==> src/rtl/assert_macros.svh <==
// Assertion macros shared by the costmap smoothing RTL.
// Needs nothing else; bodies are empty when SYNTHESIS is defined.
`ifndef ASSERT_MACROS_SVH
`define ASSERT_MACROS_SVH
`ifndef SYNTHESIS
`define CSM_ASSERT(lbl, clk, rst_n, prop) \
  lbl: assert property (@(posedge clk) disable iff (!rst_n) prop) \
    else $error("costmap smoothing assertion failed");
`define CSM_ASSERT_RST(lbl, clk, prop) \
  lbl: assert property (@(posedge clk) prop) \
    else $error("costmap smoothing reset assertion failed");
`else
`define CSM_ASSERT(lbl, clk, rst_n, prop)
`define CSM_ASSERT_RST(lbl, clk, prop)
`endif
`endif

==> src/rtl/csm_pkg.sv <==
// Package for costmap temporal smoothing: sizes, constants and types.
// Used by csm_cell_store, csm_update and costmap_temporal_smoothing.
package csm_pkg;

  localparam int CELL_COUNT = 1024;
  localparam int ADDR_W     = $clog2(CELL_COUNT);
  localparam int IDX_W      = 10;
  localparam int EXT_W      = ((IDX_W > ADDR_W) ? IDX_W : ADDR_W) + 1;

  localparam int COST_W  = 8;
  localparam int Q_W     = 15;
  localparam int HOLD_W  = 8;
  localparam int ALPHA_W = 9;
  localparam int CFG_IDX_W = 4;

  localparam logic [CFG_IDX_W-1:0] CFG_BLEND_ALPHA = CFG_IDX_W'(0);
  localparam logic [CFG_IDX_W-1:0] CFG_HOLD_FRAMES = CFG_IDX_W'(1);

  localparam logic [ALPHA_W-1:0] Q_ONE         = 9'd256;
  localparam logic [ALPHA_W-1:0] ALPHA_RESET   = 9'd77;
  localparam logic [HOLD_W-1:0]  HOLD_RESET    = 8'd3;
  localparam logic [6:0]         COST_LETHAL   = 7'd100;
  localparam logic [6:0]         COST_SHOW_MAX = 7'd99;
  localparam logic [Q_W-1:0]     COST_HIGH_Q   = 15'd12800;
  localparam logic [Q_W-1:0]     COST_LETHAL_Q = 15'd25600;
  localparam logic [COST_W-1:0]  OUT_UNKNOWN   = 8'hFF;

  typedef struct packed {
    logic [Q_W-1:0]    cost;
    logic              valid;
    logic [HOLD_W-1:0] hold;
  } cell_t;

  typedef struct packed {
    logic              en;
    logic [ADDR_W-1:0] addr;
  } rd_req_t;

  typedef struct packed {
    logic              en;
    logic [ADDR_W-1:0] addr;
    cell_t             data;
  } wr_req_t;

  typedef struct packed {
    logic clear_busy;
  } store_stat_t;

  typedef struct packed {
    logic              wr_en;
    cell_t             entry;
    logic [COST_W-1:0] cost_out;
  } upd_res_t;

endpackage

==> src/rtl/csm_update.sv <==
// Cell update: classify the raw cost, blend, decay or replay, and form the result.
// Pure logic between the read stage and the write-back. Depends on csm_pkg.
module csm_update (
  input  logic                           in_range,
  input  logic signed [csm_pkg::COST_W-1:0] cost,
  input  csm_pkg::cell_t                 prev,
  input  logic [csm_pkg::ALPHA_W-1:0]    alpha,
  input  logic [csm_pkg::HOLD_W-1:0]     hold_frames,
  output csm_pkg::upd_res_t              res
);

  logic                        is_unknown;
  logic                        is_lethal;
  logic [6:0]                  cost7;
  logic [csm_pkg::ALPHA_W-1:0] one_minus_a;
  logic [23:0]                 decay_prod;
  logic [csm_pkg::Q_W-1:0]     decay_q;
  logic [15:0]                 meas_prod;
  logic [16:0]                 blend_sum;
  logic [csm_pkg::Q_W-1:0]     blend_q;
  logic [6:0]                  prev_int;
  logic [6:0]                  blend_int;
  logic [6:0]                  decay_int;

  assign is_unknown  = cost[7];
  assign cost7       = cost[6:0];
  assign is_lethal   = !cost[7] && (cost7 >= csm_pkg::COST_LETHAL);
  assign one_minus_a = csm_pkg::Q_ONE - alpha;
  assign decay_prod  = 24'(prev.cost) * 24'(one_minus_a);
  assign decay_q     = decay_prod[22:8];
  assign meas_prod   = 16'(alpha) * 16'(cost7);
  assign blend_sum   = 17'(meas_prod) + 17'(decay_q);
  assign blend_q     = prev.valid ? blend_sum[14:0] : {cost7, 8'd0};
  assign prev_int    = prev.cost[14:8];
  assign blend_int   = blend_q[14:8];
  assign decay_int   = decay_q[14:8];

  always_comb begin
    res.wr_en    = 1'b0;
    res.entry    = prev;
    res.cost_out = csm_pkg::OUT_UNKNOWN;
    priority if (!in_range) begin
      res.wr_en = 1'b0;
    end else if (is_lethal) begin
      res.wr_en       = 1'b1;
      res.entry.cost  = csm_pkg::COST_LETHAL_Q;
      res.entry.valid = 1'b1;
      res.entry.hold  = hold_frames;
      res.cost_out    = {1'b0, csm_pkg::COST_LETHAL};
    end else if (is_unknown) begin
      priority if (prev.hold != '0) begin
        res.wr_en      = 1'b1;
        res.entry.hold = prev.hold - 1'b1;
        res.cost_out   = {1'b0, (prev_int > csm_pkg::COST_LETHAL) ?
                                 csm_pkg::COST_LETHAL : prev_int};
      end else if (prev.valid) begin
        res.wr_en      = 1'b1;
        res.entry.cost = decay_q;
        res.cost_out   = {1'b0, (decay_int > csm_pkg::COST_SHOW_MAX) ?
                                 csm_pkg::COST_SHOW_MAX : decay_int};
      end else begin
        res.cost_out = csm_pkg::OUT_UNKNOWN;
      end
    end else begin
      res.wr_en       = 1'b1;
      res.entry.cost  = blend_q;
      res.entry.valid = 1'b1;
      res.entry.hold  = (blend_q > csm_pkg::COST_HIGH_Q) ? hold_frames : '0;
      res.cost_out    = {1'b0, (blend_int > csm_pkg::COST_SHOW_MAX) ?
                                csm_pkg::COST_SHOW_MAX : blend_int};
    end
  end

endmodule
==> config.mk <==
export PLATFORM = sky130hd
export DESIGN_NAME = csm_update
export DESIGN_NICKNAME = d
export VERILOG_FILES = /design/src/rtl/assert_macros.svh /design/src/rtl/csm_pkg.sv /design/src/rtl/csm_update.sv
export SDC_FILE = /design/constraint.sdc
export NUM_CORES = 1
export LEC_CHECK = 0
export BUFFER_PORTS_ARGS = -buffer_cell sky130_fd_sc_hd__buf_4
export CORE_MARGIN = 1.5
export CORE_UTILIZATION = 65
export DETAILED_ROUTE_END_ITERATION = 10
export PLACE_DENSITY = 0.9
export SLEW_MARGIN = 20
export SYNTH_ARGS = -nofsm -noshare
export SYNTH_HDL_FRONTEND = slang
export SYNTH_SLANG_ARGS = --single-unit
==> constraint.sdc <==
create_clock -name vclk -period 15.1
set_input_delay 0 -clock vclk [all_inputs]
set_output_delay 0 -clock vclk [all_outputs]
set_load 0.005 [all_outputs]
---- Word-level counts from Yosys, hierarchy flattened ----
Cells that the tools add are included.
storage, ports and cells
  word-level logic and storage cells ...... 30
  input bits .............................. 50
  memories ................................ 0
  latch bits .............................. 0
  output and inout port bits .............. 33
  RAM bits ................................ 0
  bits in registers ....................... 0
  memory bits (read-only) ................. 0
operators by class
  divide/modulo/power cells ............... 0
  shift operators ......................... 0
  eq/ne operators ......................... 0
  add/sub/neg operators ................... 3
  reductions and logical operators ........ 3
  magnitude comparators ................... 5
  bitwise operators ....................... 0
  multiply operators ...................... 2
  mux-type cells .......................... 17
operators with widths
  operator              count
  $mux 16               3
  $mux 33               1
  $mux 32               1
  $mux 8                4
  $mux 15               2
  $mul 15x9->23         1
  $gt 7x7->1 const B    3
  $mux 7                3
  $add 15x15->15        1
  $gt 15x14->1 const B  1
  $mul 9x7->15          1
  $sub 9x9->9 const A   1
  $reduce_bool 8->1     1
  $sub 8x1->8 const B   1
  $ge 7x7->1 const B    1
  $mux 1                3
  $logic_and 1x1->1     1
  $logic_not 1->1       1

---- Depth between registers and ports, before layout ----
  word-level depth ........................ 9
  gate-level depth with buffers ........... 37
  gate-level depth less buffers ........... 36

---- Worst setup path before layout ----
OpenSTA, ideal clock, no wires.
  path type ............................... input -> output
  start ................................... in alpha[3] (netlist bit)
  end ..................................... out res[9] (netlist bit)
  cell stages on the path ................. 35
  arrival time ............................ 8.699 ns
  setup slack ............................. 6.401 ns
  buffers on the path ..................... 2
  required time ........................... 15.100 ns
  cells stage by stage .................... buf_6 -> or4_4 -> nor4_4 -> xor2_1 -> clkbuf_1 -> nand2_1 -> fa_1 -> fa_1 -> inv_1 -> fa_1 -> inv_1 -> fa_1 -> inv_1 -> ha_1 -> a2111oi_2 -> o21ai_1 -> a31oi_1 -> nor2b_1 -> nor2_1 -> xnor2_1 -> fa_1 -> inv_1 -> ha_1 -> inv_1 -> fa_1 -> inv_1 -> fa_1 -> a211oi_1 -> o21ai_1 -> a211oi_1 -> nor3_1 -> or3_1 -> a311oi_1 -> nor4_4 -> a311oi_1
RTL lines
  item                line             source
  start: declaration  csm_update.sv:7  input logic [csm_pkg::ALPHA_W-1:0] alpha,
  end: declaration    csm_update.sv:9  output csm_pkg::upd_res_t res

==> run_results.csv <==
group,metric,value,unit
synth,synth_seq_area_share,0,
place,dp.cells,1252,
global_routing,overflow,0,
floorplan,design.core.area,0.01211,mm2
critical_path,endpoint_kind,"output pin",
layout,fin_area,0.008766,mm2
layout,fill_cells,959,
floorplan,io_pins,83,
global_routing,grt_max_degree,35,
synth,muxShareOfSynthArea,0.005095,
clocking,cts_resized,0,
critical_path,crit_path_start,"alpha[2]",
critical_path,cp-endpoint,"res[9]",
synth,syn_inst,1049,
timing,final_hold_viol_count,0,
timing,period_share,0.6731,
place,gp_congestion,0.9216,
global_routing,antenna_found_initial,0,
floorplan,die_area,0.01315,mm2
status,run_status,"finished, final reports clean",
critical_path,cp.arrival,10.16,ns
layout,nFlopsAndLatches,0,
floorplan,die_w,114.7,um
drt,routed_wirelength,21.37,mm
drt,remaining_drc_errors,0,
synth,synth.avg_cell_area,7.725,um2
floorplan,die_h,114.7,um
synth,synth_top_family_by_area,"adder cells",
critical_path,slowest_delay,0.89,ns
timing,setup_tns,0,ns
layout,syn_to_final_growth,8.167,%
critical_path,crit_path_start_kind,"input port",
timing,fin_crit,10.16,ns
synth,synth_cell_types,69,
synth,synth_nets,1308,
timing,drv_slew,0,
synth,synth_xor_area_frac,0.03736,
layout,diodes,0,
flow_run,cap_violations,0,
synth,synth_compound_area_frac,0.1632,
worst_hold_path,hp-class,"in -> out",
drt,via_count,7577,
layout,multi_input_comb_area,0.007111,mm2
place,portBuffers,83,
global_routing,grt_pass1_vias,7700,
layout,seq_area,0,um2
layout,drive_gt1_frac,0.1024,
global_routing,grt_pass1_wl,36.25,mm
floorplan,std_cell_rows,40,
critical_path,crit_slowest_cell,"xor2_1",
timing,relSlewSlack,0.2587,
drt,vias_per_cell,6.052,
global_routing,grt_usage,0.3440,
place,hpwl,17.26,mm
clocking,post_cts_buffers,0,
drt,drt_pass1_iterations,6,
drt,drt_iter0_drc,525,
timing,fmax,98.39,MHz
critical_path,critPathKind,"in -> out",
timing,finalSetupViolCount,0,
synth,syn_area,0.008104,mm2
timing,tightestPinTransition,1.108,ns
layout,finalNonFillerCells,1252,
floorplan,start_util,0.6691,
synth,synth_adder_area_share,0.4496,
layout,nClkBuffers,0,
timing,rsz0062_at_grt,"false",
critical_path,path_common_cell,"fa_1",
synth,yosysWarnings,0,
drt,wire_per_inst,17.07,um
drt,ant_nets,0,
critical_path,crit_fanout,14,
layout,final_net_count,1345,
clocking,holdBufCountCts,0,
place,place_area,0.008766,mm2
critical_path,required,15.10,ns
synth,yosys.area_share.simple,0.2203,
[critical path: cells and delay by family]
family                   cells  cell delay, ns
AO/OA/AOI/OAI                8            2.60
XOR/XNOR                     2            1.01
adder cells (fa/ha/maj)      9            4.12
buffers and inverters        8            0.62
AND/OR/NAND/NOR              8            1.80
[worst min path at each step]
| stage | end | start | cells after the start |
|---|---|---|---|
| after floorplan | res[8] | hold_frames[0] | 2 |
| after global placement | res[8] | hold_frames[0] | 4 |
| after detailed placement | res[8] | hold_frames[0] | 4 |
| after CTS | res[8] | hold_frames[0] | 4 |
| after global routing | res[8] | hold_frames[0] | 4 |
| final | res[8] | hold_frames[0] | 4 |
[kinds of logic (layout without fill, tap and decap cells)]
kind of cell | Yosys count | count (layout)
AND/OR/NAND/NOR | 348 | 348
buffers and inverters | 260 | 295
adder cells (fa/ha/maj) | 209 | 209
AO/OA/AOI/OAI | 196 | 196
XOR/XNOR | 32 | 32
multiplexers | 4 | 4
[synth_stat cells (3+ instances only)]
| cell | instances | area (um2) |
|---|---|---|
| o21a_1 | 6 | 45.04 |
| or3_1 | 4 | 25.02 |
| nand2b_1 | 5 | 31.28 |
| o21ai_1 | 5 | 25.02 |
| nor2b_1 | 4 | 25.02 |
| or2_2 | 4 | 25.02 |
| and3_1 | 3 | 18.77 |
| a311oi_1 | 3 | 26.28 |
| a21oi_1 | 51 | 255.2 |
| nand3_1 | 6 | 30.03 |
| clkbuf_1 | 45 | 168.9 |
| o21ai_0 | 32 | 160.2 |
| o311ai_1 | 3 | 26.28 |
| a22o_1 | 3 | 26.28 |
| o221ai_1 | 5 | 43.79 |
| o31ai_1 | 10 | 75.07 |
| nor3_1 | 19 | 95.09 |
| a211oi_1 | 8 | 60.06 |
| nor4_4 | 3 | 63.81 |
| or4_1 | 5 | 37.54 |
| a21boi_0 | 6 | 45.04 |
| a21o_1 | 15 | 112.6 |
| mux2i_1 | 3 | 30.03 |
| o211a_1 | 3 | 30.03 |
| o21bai_1 | 3 | 22.52 |
| nor4_1 | 6 | 37.54 |
| fa_1 | 137 | 2743 |
| xor2_1 | 8 | 70.07 |
| buf_1 | 3 | 11.26 |
| ha_1 | 72 | 900.9 |
| nor2_1 | 43 | 161.4 |
| inv_1 | 204 | 765.7 |
| nand2_1 | 131 | 491.7 |
| a211o_1 | 3 | 26.28 |
| buf_6 | 3 | 33.78 |
| xnor2_1 | 22 | 192.7 |
| o211ai_1 | 4 | 30.03 |
| and2_1 | 104 | 650.6 |
| a31oi_1 | 15 | 93.84 |
[routing by layer]
metal	routed length (um)	part of all wire	vias to the layer above	global-route usage
li1	-	-	3424	-
met1	8383	0.39	3674	0.4555
met2	10330	0.48	399	0.5928
met3	1718	0.080	80	0.02700
met4	943	0.044	0	0.1267
met5	0	0	-	0
[layout make-up]
class                           count  share of cell area
Multi-Input combinational cell    789              0.8112
Inverter                          205             0.08778
Timing Repair Buffer               90             0.07708
Tap cell                          168             0.02398
[metrics by stage]
stage | util | setup WS, ns | hold WS, ns
floorplan | - | 6.401 | 0.09534
global placement | 0.7225 | 5.352 | 0.3357
detailed placement | 0.7238 | 5.069 | 0.3365
CTS | 0.7238 | 5.029 | 0.3399
global route | 0.7238 | 4.329 | 0.3593
finish | 0.7238 | 4.936 | 0.3378
[cells in the final DEF (no fill, tap or decap), types with 7 or more instances in the layout]
| cell type | netlist | final |
|---|---|---|
| and2_1 | 104 | 104 |
| o21ai_0 | 32 | 32 |
| a211oi_1 | 8 | 8 |
| xor2_1 | 8 | 7 |
| xnor2_1 | 22 | 22 |
| nor2_1 | 43 | 43 |
| nor3_1 | 19 | 19 |
| o31ai_1 | 10 | 10 |
| buf_4 | 2 | 90 |
| inv_1 | 204 | 204 |
| fa_1 | 137 | 137 |
| a21oi_1 | 51 | 51 |
| a21o_1 | 15 | 15 |
| ha_1 | 72 | 72 |
| a31oi_1 | 15 | 15 |
| nand2_1 | 131 | 131 |
Power is left out: the tool's default activity adds up to more than one toggle a clock period on the data nets, which glitch-free logic cannot reach.
